$ cat src/rtl/core/vnlb_pkg.sv
// ----------------------------------------------------------------------------
// vnlb_pkg
// Shared types and codes of the Verlet neighbor list builder.
// ----------------------------------------------------------------------------
package vnlb_pkg;

  // Sizes fixed by the field widths of the channels.
  localparam int MAX_PARTICLES = 256;
  localparam int MAX_PAIRS     = 4096;
  localparam int COORD_BITS    = 24;

  typedef enum logic [1:0] {
    CMD_LOAD   = 2'd0,
    CMD_BUILD  = 2'd1,
    CMD_UPDATE = 2'd2,
    CMD_READ   = 2'd3
  } cmd_t;

  localparam logic [1:0] REG_PARTICLES = 2'd0;
  localparam logic [1:0] REG_MOBILE    = 2'd1;
  localparam logic [1:0] REG_BOX       = 2'd2;
  localparam logic [1:0] REG_CUTOFF    = 2'd3;

  typedef enum logic [3:0] {
    ST_IDLE,
    ST_CHK_RD,
    ST_CHK_EVAL,
    ST_BLD_RD,
    ST_BLD_WAIT,
    ST_BLD_EVAL,
    ST_BLD_STORE,
    ST_RD_WAIT,
    ST_REPLY
  } state_t;

  // Control from the sequencer to the distance unit.
  typedef struct packed {
    logic start;
    logic scale_ten;
  } dist_ctrl_t;

endpackage

$ cat src/rtl/core/vnlb_dist.sv
// ----------------------------------------------------------------------------
// vnlb_dist
// Pipelined scaled squared distance with periodic x wrap.
// ----------------------------------------------------------------------------
module vnlb_dist #(
  parameter int COORD_BITS = 24
) (
  input  logic                    clk,
  input  vnlb_pkg::dist_ctrl_t    ctrl,
  input  logic [COORD_BITS-1:0]   ax,
  input  logic [COORD_BITS-1:0]   ay,
  input  logic [COORD_BITS-1:0]   bx,
  input  logic [COORD_BITS-1:0]   by,
  input  logic [COORD_BITS-1:0]   box,
  output logic [2*COORD_BITS+8:0] dist_sq,
  output logic                    done
);
  import vnlb_pkg::*;

  localparam int DW = COORD_BITS + 2;
  localparam int SW = COORD_BITS + 4;

  logic signed [DW-1:0] d, d2, w, dw;
  logic [COORD_BITS:0]  adx, ady;
  logic [SW-1:0]        sx, sy, sx_c, sy_c;
  logic [2*SW-1:0]      qx, qy;
  logic                 v1, v2;

  always_comb begin
    d = $signed({2'b00, ax}) - $signed({2'b00, bx});
    w = $signed({2'b00, box});
    d2 = d <<< 1;
    if (d2 >= w) begin
      dw = d - w;
    end else if (d2 <= -w) begin
      dw = d + w;
    end else begin
      dw = d;
    end
    adx = dw[DW-1] ? (COORD_BITS+1)'(0) - dw[COORD_BITS:0] : dw[COORD_BITS:0];
    ady = (ay >= by) ? {1'b0, ay - by} : {1'b0, by - ay};
    sx_c = ctrl.scale_ten ? (SW'(adx) << 3) + (SW'(adx) << 1) : (SW'(adx) << 2) + SW'(adx);
    sy_c = ctrl.scale_ten ? (SW'(ady) << 3) + (SW'(ady) << 1) : (SW'(ady) << 2) + SW'(ady);
  end

  always_ff @(posedge clk) begin
    v1   <= ctrl.start;
    v2   <= v1;
    done <= v2;
    sx   <= sx_c;
    sy   <= sy_c;
    qx   <= sx * sx;
    qy   <= sy * sy;
    dist_sq <= (2*COORD_BITS+9)'(qx) + (2*COORD_BITS+9)'(qy);
  end
endmodule

$ cat config.mk
export PLATFORM = sky130hd
export DESIGN_NAME = vnlb_dist
export DESIGN_NICKNAME = d
export VERILOG_FILES = /design/src/rtl/core/vnlb_pkg.sv /design/src/rtl/core/vnlb_dist.sv
export SDC_FILE = /design/constraint.sdc
export NUM_CORES = 2
export LEC_CHECK = 0
export BUFFER_PORTS_ARGS = -buffer_cell sky130_fd_sc_hd__buf_2
export CAP_MARGIN = 0
export CORE_ASPECT_RATIO = 1.5
export CORE_MARGIN = 8
export CORE_UTILIZATION = 50
export DETAILED_ROUTE_END_ITERATION = 8
export PLACE_DENSITY = 0.68
export SYNTH_ARGS = -nofsm -noshare
export SYNTH_HDL_FRONTEND = slang
export SYNTH_SLANG_ARGS = --single-unit
$ cat constraint.sdc
create_clock -name clk -period 10.8 [get_ports clk]
set_clock_uncertainty 0.2 [all_clocks]
set_input_delay 2.16 -clock clk [delete_from_list [all_inputs] [get_ports clk]]
set_output_delay 2.16 -clock clk [all_outputs]
set_load 0.1 [all_outputs]
==> run_results.csv <==
group,metric,value,unit
place,pre_cts_ws,-198,ps
yosys,synthFlopType,"dfxtp_1",
timing,rsz0062_at_grt,"false",
clock_network,clk_pin_slew,60,ps
worst_setup_path,start_kind,"input pin",
floorplanning,die_y,444,um
detailed_routing,viasPerCell,5.41,
place,portBuffers,180,
place,place_congestion,0.935,
yosys,yosysWarnings,0,
clock_network,cts_tree,"yes",
worst_setup_path,r2r_setup_slack,810,ps
worst_setup_path,path_max_fanout,6,
grt,antenna_found_initial,4,
timing,timing_hold_violations_final,0,
clock_network,cts_made_buffers,28,
yosys,ys_ff_latch,226,
timing,layout_setup_ws,570,ps
worst_setup_path,crit_type,"in -> reg",
yosys,yosys.area.top_type,"fa_1",
layout,area_delta_synth_final,8.27,%
worst_setup_path,r2r_start,"sx[1]",
detailed_routing,dr.pass1.iters,6,
timing,fin_crit,10230,ps
layout,fillers,11100,
floorplanning,dieArea,0.134,sq mm
timing,finalSetupViolCount,0,
timing,drv_slew,0,
detailed_routing,num_vias,46800,
yosys,yosysSeqAreaShare,0.0741,
floorplanning,die_w,301,um
worst_setup_path,cp_data_arrival_time,10540,ps
clock_network,clk_path_buf_depth,3,
run,max-cap-violations,0,
hold_path,hold_class,"reg -> reg",
timing,post-route-period-util,0.947,
yosys,yosysTopAreaCellShare,0.396,
layout,post_layout_nonfiller_instances,8651,
floorplanning,fp-row-count,157,
floorplanning,fp.coreArea,0.122,sq mm
grt,grt_pass1_wl,269000,um
grt,overflow,0,
place,dp.cells,8595,
timing,max-slew-margin-rel,0.201,
timing,max_slew.worst_pin.slew,1200,ps
yosys,postSynthCellCount,6780,
worst_setup_path,cp_common_cell,"a21oi_1",
detailed_routing,wire_per_inst,19.3,um
grt,grt_start_max_net_pins,60,
yosys,synth-edff-count,0,
clock_network,root_buffer,"clkbuf_16",
layout,fin_nets,9068,
worst_setup_path,worstSetupEndpointType,"register",
detailed_routing,route.detailed.drc,0,
worst_setup_path,critPathSlowestCell,"or4_1",
detailed_routing,wl,167000,um
clock_network,cts.sinks,226,
outcome,outcome,"complete, no violations",
yosys,yosys.cell_types.count,104,
yosys,synth_area,0.0611,sq mm
worst_setup_path,cp-startpoint,"ax[0]",
worst_setup_path,crit_end,"sx[27]",
yosys,avgSynthCellArea,9.01,sq um
yosys,synthTopCellsByArea,"fa_1 40%, ha_1 14%, inv_1 10%",
worst_setup_path,critPathMaxStageDelay,540,ps
grt,grt_use_total,0.253,
detailed_routing,postRouteAntennaNets,0,
detailed_routing,first_iter_violations,2319,
worst_setup_path,required,11110,ps
floorplanning,pin_count,181,
grt,grt_pass1_vias,52200,
yosys,synthesis.nets,8810,
clock_network,htreeDepth,1,
timing,fmax,97.7,MHz
floorplanning,start_util,0.502,
clock_network,clk_latency,630,ps
place,post-dp-hpwl,141000,um
yosys,async_reset_ff_frac,0,
layout,final_layout_size_suffix_gt1_frac,0.0839,
worst_setup_path,reg2reg_depth,33,
worst_setup_path,reg2reg_to,"qx[47]",
-- cell type report --
cell class / instances / area [sq um] / area share
Clock inverter: 20 / 289 / 0.00437
Clock buffer: 31 / 722 / 0.0109
Antenna cell: 2 / 5.00 / 0.0000757
Inverter: 1656 / 6220 / 0.0940
Sequential cell: 226 / 4520 / 0.0684
Timing Repair Buffer: 429 / 2780 / 0.0421
Multi-Input combinational cell: 4697 / 49600 / 0.750
Tap cell: 1590 / 1990 / 0.0301
-- per-layer routing --
layer / vias up / global-route usage / share of wire
li1: 21400 / - / -
met1: 23400 / 0.274 / 0.36
met2: 1469 / 0.471 / 0.53
met3: 541 / 0.0308 / 0.050
met4: 0 / 0.141 / 0.066
met5: - / 0 / 0
-- timing repair --
action | in CTS | in global routing
endpoints found under the setup margin | 0 | 13
hold buffers | 0 | 0
endpoints found under the hold margin | 0 | 0
resized for setup | 0 | 8
buffers inserted | 0 | 3
-- logic make-up (layout without fill, tap and decap cells) --
logic type / count (synthesis) / count (layout) / synth area share
adder cells (fa/ha/maj): 1907 / 1907 / 0.539
buffers and inverters: 1857 / 2136 / 0.115
AND/OR/NAND/NOR: 1562 / 1562 / 0.123
AO/OA/AOI/OAI: 866 / 866 / 0.0950
XOR/XNOR: 300 / 300 / 0.0431
flip-flops: 226 / 226 / 0.0741
multiplexers: 62 / 62 / 0.0109
other: 0 / 2 / 0
-- registers in the layout (all words and copies together), names as in the netlist --
register,flops
sx,28
qy,55
dist_sq,57
v2,1
qx,55
v1,1
sy,28
done,1
-- layout by cell type (no fill, tap or decap), drive strengths merged, types with 19 or more instances in the layout --
| cell type | count |
|---|---|
| a211oi | 46 |
| a21o | 127 |
| a21oi | 267 |
| a31oi | 21 |
| and2 | 302 |
| and3 | 25 |
| buf | 429 |
| clkbuf | 31 |
| clkinv | 24 |
| dfxtp | 226 |
| fa | 1210 |
| ha | 697 |
| inv | 1646 |
| mux2 | 31 |
| mux2i | 31 |
| nand2 | 555 |
| nand2b | 39 |
| nand3 | 54 |
| nand4 | 29 |
| nor2 | 346 |
| nor2b | 52 |
| nor3 | 69 |
| o21a | 42 |
| o21ai | 138 |
| o21bai | 47 |
| o31ai | 19 |
| or2 | 23 |
| or3 | 21 |
| xnor2 | 222 |
| xor2 | 78 |
-- worst max-delay path, delay by kind of cell --
kind | cells | cell delay (ps)
xor+xnor | 2 | 310
compound gates | 18 | 3530
fa+ha+maj | 6 | 1800
buf+inv | 5 | 590
simple gates | 10 | 1840
mux | 1 | 270
-- synth_stat cells, types with 15 or more instances --
master and n:
a211oi_1 44, mux2i_1 31, xnor2_1 221, mux2_2 30
nor3_1 68, o211ai_1 15, o21bai_1 47, ha_1 697
o31ai_1 17, clkinv_1 15, inv_1 1635, clkbuf_1 177
nor2_1 345, xor2_1 78, o21ai_0 135, a31oi_1 21
nand4_1 28, nand3_1 53, or2_2 21, and3_1 25
or3_1 21, nand2b_1 39, nand2_1 554, nor2b_1 52
a21o_1 127, fa_1 1210, dfxtp_1 226, o21a_1 42
a21oi_1 265, and2_1 302
-- metrics by stage --
stage,setup TNS (ps),area (sq um),utilization,hold WS [ps]
after global placement,-116,65100,0.535,113
after CTS,0,66100,0.543,139
after detailed placement,-1280,65100,0.535,114
after global routing,0,66100,0.544,141
after floorplan,0,61100,-,110
final,0,66100,0.544,133
-- how the worst min path moves through the flow --
stage	from	end	slack, ps	cells after the start
6_report	v2	done	130	0
5_1_grt	v2	done	140	0
4_1_cts	v2	done	140	0
3_5_place_dp	v2	done	110	0
3_3_place_gp	v1	v2	110	0
2_1_floorplan	v2	done	110	0
Power is left out: the tool's default activity adds up to more than one toggle a clock period on the data nets, which glitch-free logic cannot reach.
