===== src/rtl/core/vnlb_ram.sv =====
// ----------------------------------------------------------------------------
// vnlb_ram
// Single write port, single read port RAM with registered read.
// ----------------------------------------------------------------------------
module vnlb_ram #(
  parameter int WIDTH = 8,
  parameter int DEPTH = 16
) (
  input  logic                     clk,
  input  logic                     we,
  input  logic [$clog2(DEPTH)-1:0] waddr,
  input  logic [WIDTH-1:0]         wdata,
  input  logic [$clog2(DEPTH)-1:0] raddr,
  output logic [WIDTH-1:0]         rdata
);
  logic [WIDTH-1:0] mem [DEPTH];

  always_ff @(posedge clk) begin
    if (we) begin
      mem[waddr] <= wdata;
    end
    rdata <= mem[raddr];
  end
endmodule


===== config.mk =====
export PLATFORM = sky130hd
export DESIGN_NAME = vnlb_ram
export DESIGN_NICKNAME = d
export VERILOG_FILES = /design/src/rtl/core/vnlb_ram.sv
export SDC_FILE = /design/constraint.sdc
export NUM_CORES = 1
export LEC_CHECK = 0
export BUFFER_PORTS_ARGS = -buffer_cell sky130_fd_sc_hd__buf_2
export CORE_MARGIN = 2
export CORE_UTILIZATION = 63
export DETAILED_ROUTE_END_ITERATION = 6
export PLACE_DENSITY = 0.8
export REMOVE_ABC_BUFFERS = 1
export SYNTH_ARGS = -nofsm -noshare
export SYNTH_HDL_FRONTEND = slang
export SYNTH_SLANG_ARGS = --single-unit

===== constraint.sdc =====
create_clock -name clk -period 2.85 [get_ports clk]
set_clock_uncertainty 0.05 [all_clocks]
set_input_delay 0.1425 -clock clk [delete_from_list [all_inputs] [get_ports clk]]
set_output_delay 0.1425 -clock clk [all_outputs]
set_load 0.01 [all_outputs]

==> results of run 1 <==
==> repair_timing <==
item                                   CTS  global route
endpoints found under the hold margin  128             0
hold buffers                             8             0
setup buffers                            0             0
==> layout by cell type, fill, tap and decap left out, types with 3 or more instances in the layout <==
master	netlist	layout
a22oi_1	16	16
buf_2	3	25
buf_4	1	7
bufinv_16	0	6
clkbuf_16	0	16
clkinvlp_4	0	3
dfxtp_1	8	8
dlygate4sd3_1	0	8
edfxtp_1	128	128
mux4_1	14	14
mux4_2	18	18
nand2_1	9	9
nor2_1	13	13
nor3_1	4	4
==> cells in the mapped netlist <==
master,n,area share [%]
and2_1,1,0.12
buf_6,3,0.66
a22oi_1,16,2.3
edfxtp_1,128,75
dfxtp_1,8,3.1
or3b_2,1,0.17
nor2b_1,1,0.12
mux4_1,14,7.1
nor2_1,13,0.95
nand3b_1,2,0.29
buf_4,1,0.15
buf_2,3,0.29
and2b_1,1,0.15
nand2b_1,2,0.24
nand2_1,9,0.66
mux4_2,18,7.9
nor3_1,4,0.39
clkdlybuf4s25_2,3,0.58
nand3_1,1,0.097
==> layout make-up <==
class / count / area, um2
Timing Repair Buffer: 40 / 258
Multi-Input combinational cell: 83 / 1060
Clock inverter: 15 / 248
Fill cell: 397 / 1700
Sequential cell: 136 / 4000
Tap cell: 102 / 128
Clock buffer: 17 / 414
==> per-layer routing <==
layer	share of wire (%)	vias up	global-route usage, %
met2	49	126	39.9
met1	42	1278	36.8
met5	0	-	0
li1	-	1077	-
met3	6.3	16	5.99
met4	1.9	0	10.1
==> registers in the layout, summed over array words and instances, names as in the netlist <==
name   flops
rdata      8
mem      128
==> stage by stage <==
step / utilization [%] / area [um2] / power (mW)
after global routing: 78.2 / 6110 / 5.01
final: 78.2 / 6110 / 4.88
after floorplan: - / 5060 / 2.38
after detailed placement: 68.7 / 5370 / 2.49
after CTS: 78.2 / 6110 / 4.91
after global placement: 68.7 / 5370 / 2.48
==> kinds of logic after synthesis <==
kind of cell | share of synthesized area [%]
simple gates | 3.18
buf+inv | 1.68
flops | 77.8
compound gates | 2.33
mux | 15.0
==> where the power goes <==
| part | switching (mW) | internal, mW | leakage, nW |
|---|---|---|---|
| Combinational | 0.121 | 0.0898 | 0.540 |
| Clock | 0.818 | 1.60 | 0.315 |
| Sequential | 0.0159 | 2.24 | 1.22 |
==> worst max-delay path: stages, from the launching register on <==
cell and delay [ns]:
edfxtp_1 0.38, mux4_1 0.53, a22oi_1 0.28, nand2_1 0.10
==> path summary, 6_finish.rpt <==
path | to | cells after the start | slack (ns)
hold / removal | mem[8][4] | 3 | 0.14
setup / recovery | rdata[2] | 3 | 1.39
setup reg to reg | rdata[2] | 3 | 1.39
hold reg to reg | rdata[7] | 3 | 0.64
==> results.cfg, run 1 <==
[global_route]
grtUsageTotal_pct = 25.8
grt_max_degree = 33
gr-total-overflow = 0
antenna_found_initial = 0
grt_pass1_wl_mm = 15.3
grt_pass1_vias = 2587

[timing]
setup_ws_ns = 1.39
hold_ws_ns = 0.142
tightest_slew_ns = 0.951
fin_crit_sh_pct = 51.3
setup_violations = 0
fmax_ghz = 0.684
finalMaxSlewViolations = 0
slew_headroom_pct = 36.4
hold_viol = 0
setup_tns_ns = 0
rsz0062_at_grt = false
period_needed_ns = 1.46

[min_path]
min_path_type = input port to register
hp-start = waddr[0]

[synthesis]
synth_seq_cells = 136
netlist_instances = 229
synth_cell_types = 19
syn_area_um2 = 5150
yosysWarnings = 0
avgSynthCellArea_um2 = 22.5
ys_seq_area_share_pct = 77.8

[placement]
placed_cells = 353
io_buffers = 25
place_ws_ns = 0.948
place.gp.congestion = 0.789
dp_hpwl_mm = 5.81

[power_and_ir_drop]
leakage_nw = 2.08
power_density_nw_per_um2 = 799
irDropWorstVdd_mv = 0.474

[clock_tree]
cts_tree = yes
clkTransAtPathRegs_ns = 0.06
cts_max_level = 4
cts_resized = 0
numCtsBuffers = 17
clkSinkCount = 136
root_buffer = clkbuf_8
clockBufferDepth = 2
clock_latency_ns = 0.51

[flow_run]
maxCapViolCount = 0

[floorplan]
die-area_um2 = 8910
initial_core_util_pct = 65.9
io_pins = 26
coreArea_um2 = 7810
die_y_um = 94.4
die_w_um = 94.4
num_rows = 32

[detailed_routing]
dr.first_iter.drc_count = 345
wl_per_cell_um = 26.0
routed_wl_mm = 10.2
vias = 2497
dr.pass1.iters = 5
detail-route-antenna-nets = 0
vias_per_cell = 6.35
drc = 0

[setup_path]
start_kind = register
end_kind = register
cp_max_fo = 1
critPathRequiredTime_ns = 3.19
arrival_ns = 1.80
rr_startpoint = mem[9][2]
path_class = register to register
critPathLaunch = mem[9][2]

[finish]
area_delta_synth_final_pct = 18.7
final_cells = 393
finalNetCount = 296
drive_above_1_share_pct = 28.5
antenna-diode-count = 0

[outcome]
status = completed
(Power assumes the default switching activity.)
==> run 2: changes to the inputs <==
Settings changed: CORE_UTILIZATION 63 to 60, PLACE_DENSITY 0.8 to 0.76.
Clock period 2.85 ns to 1.4 ns, I/O delays scaled along.
==> run 2 against run 1 <==
Compared with the run above: sequential power up 100%; combinational power increased by 130%; worst setup slack worse by 1.4 ns; utilization down 1.9 points; sequential share of layout area is 2.0 points lower; die area rose by 4.8%; critical path type unchanged; largest power group is now sequential cells.
==> results.cfg, run 2 (synthesis gave the netlist of run 1 again) <==
[power_and_ir_drop]
switching_share_pct = 19.5
seq_power_share_pct = 47.6
irDropWorstVdd_mv = 0.888
power.internal_mw = 7.76
power_density_nw_per_um2 = 1530
combPwrFrac_pct = 5.1
leakage_nw = 2.17
p_clk_share_pct = 47.3
p_total_mw = 9.63
power_switching_mw = 1.88

[clock_tree]
cts_setup_buffers = 0
clockBufferDepth = 2
root_buffer = clkbuf_8
cts_max_level = 4
numCtsBuffers = 17
clock_latency_ns = 0.52
clkTransAtPathRegs_ns = 0.06
cts_tree = yes
clkSinkCount = 136

[timing]
hold_ws_ns = 0.0540
setup_tns_ns = 0
tightest_slew_ns = 0.925
period_needed_ns = 1.40
fmax_ghz = 0.715
hold_viol = 0
slew_headroom_pct = 38.1
finalMaxSlewViolations = 0
setup_violations = 0
rsz0062_at_grt = false
fin_crit_sh_pct = 99.9

[detailed_routing]
route.met2.wl_mm = 5.27
wl_met3_um = 665
detail-route-antenna-nets = 0
dr.first_iter.drc_count = 297
wl_per_cell_um = 24.0
drc = 0
met1Wirelength_mm = 3.84
vias_per_cell = 6.16
maxUsedRoutingLayer = met4
vias = 2567
routed_wl_mm = 10.0
dr.pass1.iters = 4

[floorplan]
die_y_um = 96.6
die-area_um2 = 9340
coreArea_um2 = 8260
io_pins = 26
die_w_um = 96.6
initial_core_util_pct = 62.3
num_rows = 33

[placement]
place.gp.congestion = 0.827
io_buffers = 25
dp_hpwl_mm = 6.23

[setup_path]
start_kind = register
rr_worst_depth = 3
worstReg2RegEnd = rdata[2]
rr_startpoint = mem[8][2]
ff2ff_setup_slack_ns = 0.001
critPathRequiredTime_ns = 1.75
arrival_ns = 1.75
path_class = register to register
end_kind = register
cp_max_fo = 1

[min_path]
holdPathStages = 4
min_path_type = input port to register
hp-start = raddr[1]
hold_path_end = rdata[6]

[global_route]
grt_max_degree = 22
gr-total-overflow = 0
grtUsageTotal_pct = 23.5
antenna_found_initial = 0
grt_pass1_wl_mm = 15.7
grt_pass1_vias = 2740

[outcome]
status = completed

[flow_run]
maxCapViolCount = 0

[finish]
utilization_pct = 76.3
most-common-layout-cells = edfxtp_1, buf_2, buf_4, mux4_2, clkbuf_16
antenna-diode-count = 0
drive_above_1_share_pct = 36.5
largest_reg_flops = 128
regMostFlops = mem
area_delta_synth_final_pct = 22.4
final_common_cell = edfxtp_1
finalNetCount = 317
top_regs = mem: 128 flops, rdata: 8 flops
[run 2: how the worst max path moves through the flow]
stage / slack (ns) / to / from
detailed placement: -0.19 / rdata[5] / raddr[0]
floorplan: -0.21 / mem[0][0] / waddr[2]
global route: 0.002 / rdata[0] / mem[1][0]
finish: 0.001 / rdata[2] / mem[8][2]
CTS: 0.0008 / rdata[1] / mem[1][1]
global placement: -0.15 / rdata[7] / raddr[0]
[run 2: timing repair]
action,CTS,global route
resized for setup,5,7
endpoints found under the hold margin,128,0
endpoints found under the setup margin,4,6
hold buffers,8,0
gates cloned,0,0
pin swaps,2,2
[run 2: layout make-up]
cell class | instances | area, um2
well taps | 105 | 131
fillers | 443 | 1960
clock buffers | 20 | 445
flip-flops and latches | 136 | 4000
clock inverters | 12 | 174
repair buffers | 61 | 465
multi-input cells | 83 | 1080
[run 2: through the flow]
stage          area (um2)  instances  setup WS [ns]
2_1_floorplan        5060        219         -0.213
3_5_place_dp         5580        377         -0.191
4_1_cts              6300        417       0.000784
5_1_grt              6300        417        0.00223
6_report             6300        417        0.00113
3_3_place_gp         5580        377         -0.154
[run 2: power groups by stage]
| stage | sequential, mW | clock [mW] | combinational, mW |
|---|---|---|---|
| floorplan | 4.67 | 0 | 0.182 |
| global placement | 4.66 | 0 | 0.433 |
| detailed placement | 4.66 | 0 | 0.448 |
| CTS | 4.58 | 4.62 | 0.485 |
| global route | 4.59 | 4.80 | 0.527 |
| finish | 4.58 | 4.56 | 0.492 |
[run 2: critical path, cell delays in order, from the launching register on]
cell and delay, ns:
edfxtp_1 0.38, mux4_1 0.51, a22oi_1 0.25, nand2_1 0.09
[run 2: per-layer routing]
metal	global-route usage (%)	up-vias
li1	-	1109
met5	0	-
met2	38.1	95
met3	6.72	18
met4	9.86	0
met1	30.4	1345
==> run 3: changes to the inputs <==
Settings changed: CORE_UTILIZATION 60 to 58, PLACE_DENSITY 0.76 to 0.74.
==> run 3 against run 2 <==
Compared with the run above: via count hardly changed; combinational power is 2% lower; fmax is 1.6% higher; critical endpoint is now rdata[1].
==> results.cfg, run 3 (synthesis gave the netlist of run 1 again) <==
[outcome]
status = completed

[power_and_ir_drop]
power_density_nw_per_um2 = 1570
leakage_nw = 2.21
irDropWorstVdd_mv = 0.859

[floorplan]
initial_core_util_pct = 59.3
die-area_um2 = 9640
io_pins = 26
num_rows = 34
die_y_um = 98.2
coreArea_um2 = 8680
die_w_um = 98.2

[clock_tree]
root_buffer = clkbuf_8
clock_latency_ns = 0.51
cts_max_level = 4
clkTransAtPathRegs_ns = 0.06
clockBufferDepth = 2
cts_tree = yes
clkSinkCount = 136
numCtsBuffers = 17

[setup_path]
worstReg2RegEnd = rdata[1]
end_kind = register
ff2ff_setup_slack_ns = 0.02
arrival_ns = 1.71
worstPathCellList = mux4_1 -> a22oi_1 -> nand2_1
cp_max_fo = 1
critPathSlowestCell = mux4_1
rr_startpoint = mem[10][1]
rr_worst_depth = 3
slowest_delay_ns = 0.50
start_kind = register
critPathRequiredTime_ns = 1.73
path_class = register to register

[detailed_routing]
vias_per_cell = 6.10
vias = 2568
wl_per_cell_um = 23.5
dr.pass1.iters = 5
detail-route-antenna-nets = 0
drc = 0
routed_wl_mm = 9.89
dr.first_iter.drc_count = 222

[timing]
slew_headroom_pct = 39.2
setup_violations = 0
fin_crit_sh_pct = 98.3
hold_viol = 0
rsz0062_at_grt = false
finalMaxSlewViolations = 0
tightest_slew_ns = 0.908
period_needed_ns = 1.38
fmax_ghz = 0.727

[placement]
placed_cells = 381
dp_hpwl_mm = 6.00
place.gp.congestion = 0.784
place_area_um2 = 5580
io_buffers = 25

[global_route]
antenna_found_initial = 0
grt_pass1_wl_mm = 15.0
grt_max_degree = 33
grt_pass1_vias = 2664
grtUsageTotal_pct = 22.0
gr-total-overflow = 0

[finish]
largest_reg_flops = 128
area_delta_synth_final_pct = 23.4
final_common_cell = edfxtp_1
regMostFlops = mem
drive_above_1_share_pct = 35.8
antenna-diode-count = 0
most-common-layout-cells = edfxtp_1, buf_4, buf_2, mux4_2, clkbuf_16
finalNetCount = 318
top_regs = mem: 128 flops, rdata: 8 flops
final_cells = 421
design_area_um2 = 6350
utilization_pct = 73.2

[min_path]
holdPathStages = 3
min_path_type = input port to register
hold_path_end = mem[4][7]
hp-start = waddr[1]

[flow_run]
maxCapViolCount = 0
## run 3: cell types whose count changed in the layout (fill, tap and decap cells not counted), moves of 2 or more
cell,before,now
inv_6,0,3
mux4_1,10,13
mux4_2,22,19
buf_4,24,26
bufinv_16,4,6
clkbuf_8,3,1
clkinvlp_4,3,1
## run 3: stage by stage
stage / setup WS [ns] / power (mW) / setup TNS, ns / hold WS, ns
after detailed placement: -0.126 / 5.11 / -0.700 / 0.415
after global routing: 0.000789 / 10.2 / 0 / 0.0841
final: 0.0237 / 9.96 / 0 / 0.0612
after floorplan: -0.213 / 4.85 / -1.70 / 0.119
after CTS: 0.00288 / 10.0 / 0 / 0.0498
after global placement: -0.101 / 5.09 / -0.385 / 0.398
## run 3: worst max-delay path, delay by kind of cell (launching register included)
family             cells  cell delay (ns)
muxes                  1             0.50
DFF                    1             0.37
AOI/OAI and AO/OA      1             0.23
and+or+nand+nor        1             0.11
## run 3: how the worst max path moves through the flow
stage | slack [ns] | cells after the start | start | end
6_report | 0.02 | 3 | mem[10][1] | rdata[1]
5_1_grt | 0.0008 | 3 | mem[10][1] | rdata[1]
4_1_cts | 0.003 | 3 | mem[2][5] | rdata[5]
3_5_place_dp | -0.13 | 5 | raddr[0] | rdata[5]
3_3_place_gp | -0.10 | 5 | raddr[0] | rdata[5]
2_1_floorplan | -0.21 | 2 | waddr[2] | mem[0][0]
## run 3: report_power, final
part | leakage, nW | switching, mW | internal, mW
clock | 0.320 | 1.63 | 3.27
combinational | 0.667 | 0.259 | 0.221
sequential | 1.22 | 0.0248 | 4.55
## run 3: cell type report
cell class / instances / area [um2]
clock buffers: 18 / 418
well taps: 108 / 135
multi-input cells: 83 / 1090
fillers: 493 / 2330
flip-flops and latches: 136 / 4000
repair buffers: 62 / 460
clock inverters: 14 / 245
## run 3: metal layers
layer,GRT usage [%],wire [um]
met4,10.0,182
met2,35.8,5040
met1,29.0,4050
met3,4.72,606
met5,0,0
## run 3: what timing repair did
action / CTS / global route
endpoints found under the hold margin: 128 / 0
gates resized for setup: 2 / 6
setup buffers: 0 / 0
setup endpoints to repair: 2 / 6
hold buffers: 8 / 0
pin swaps: 1 / 1
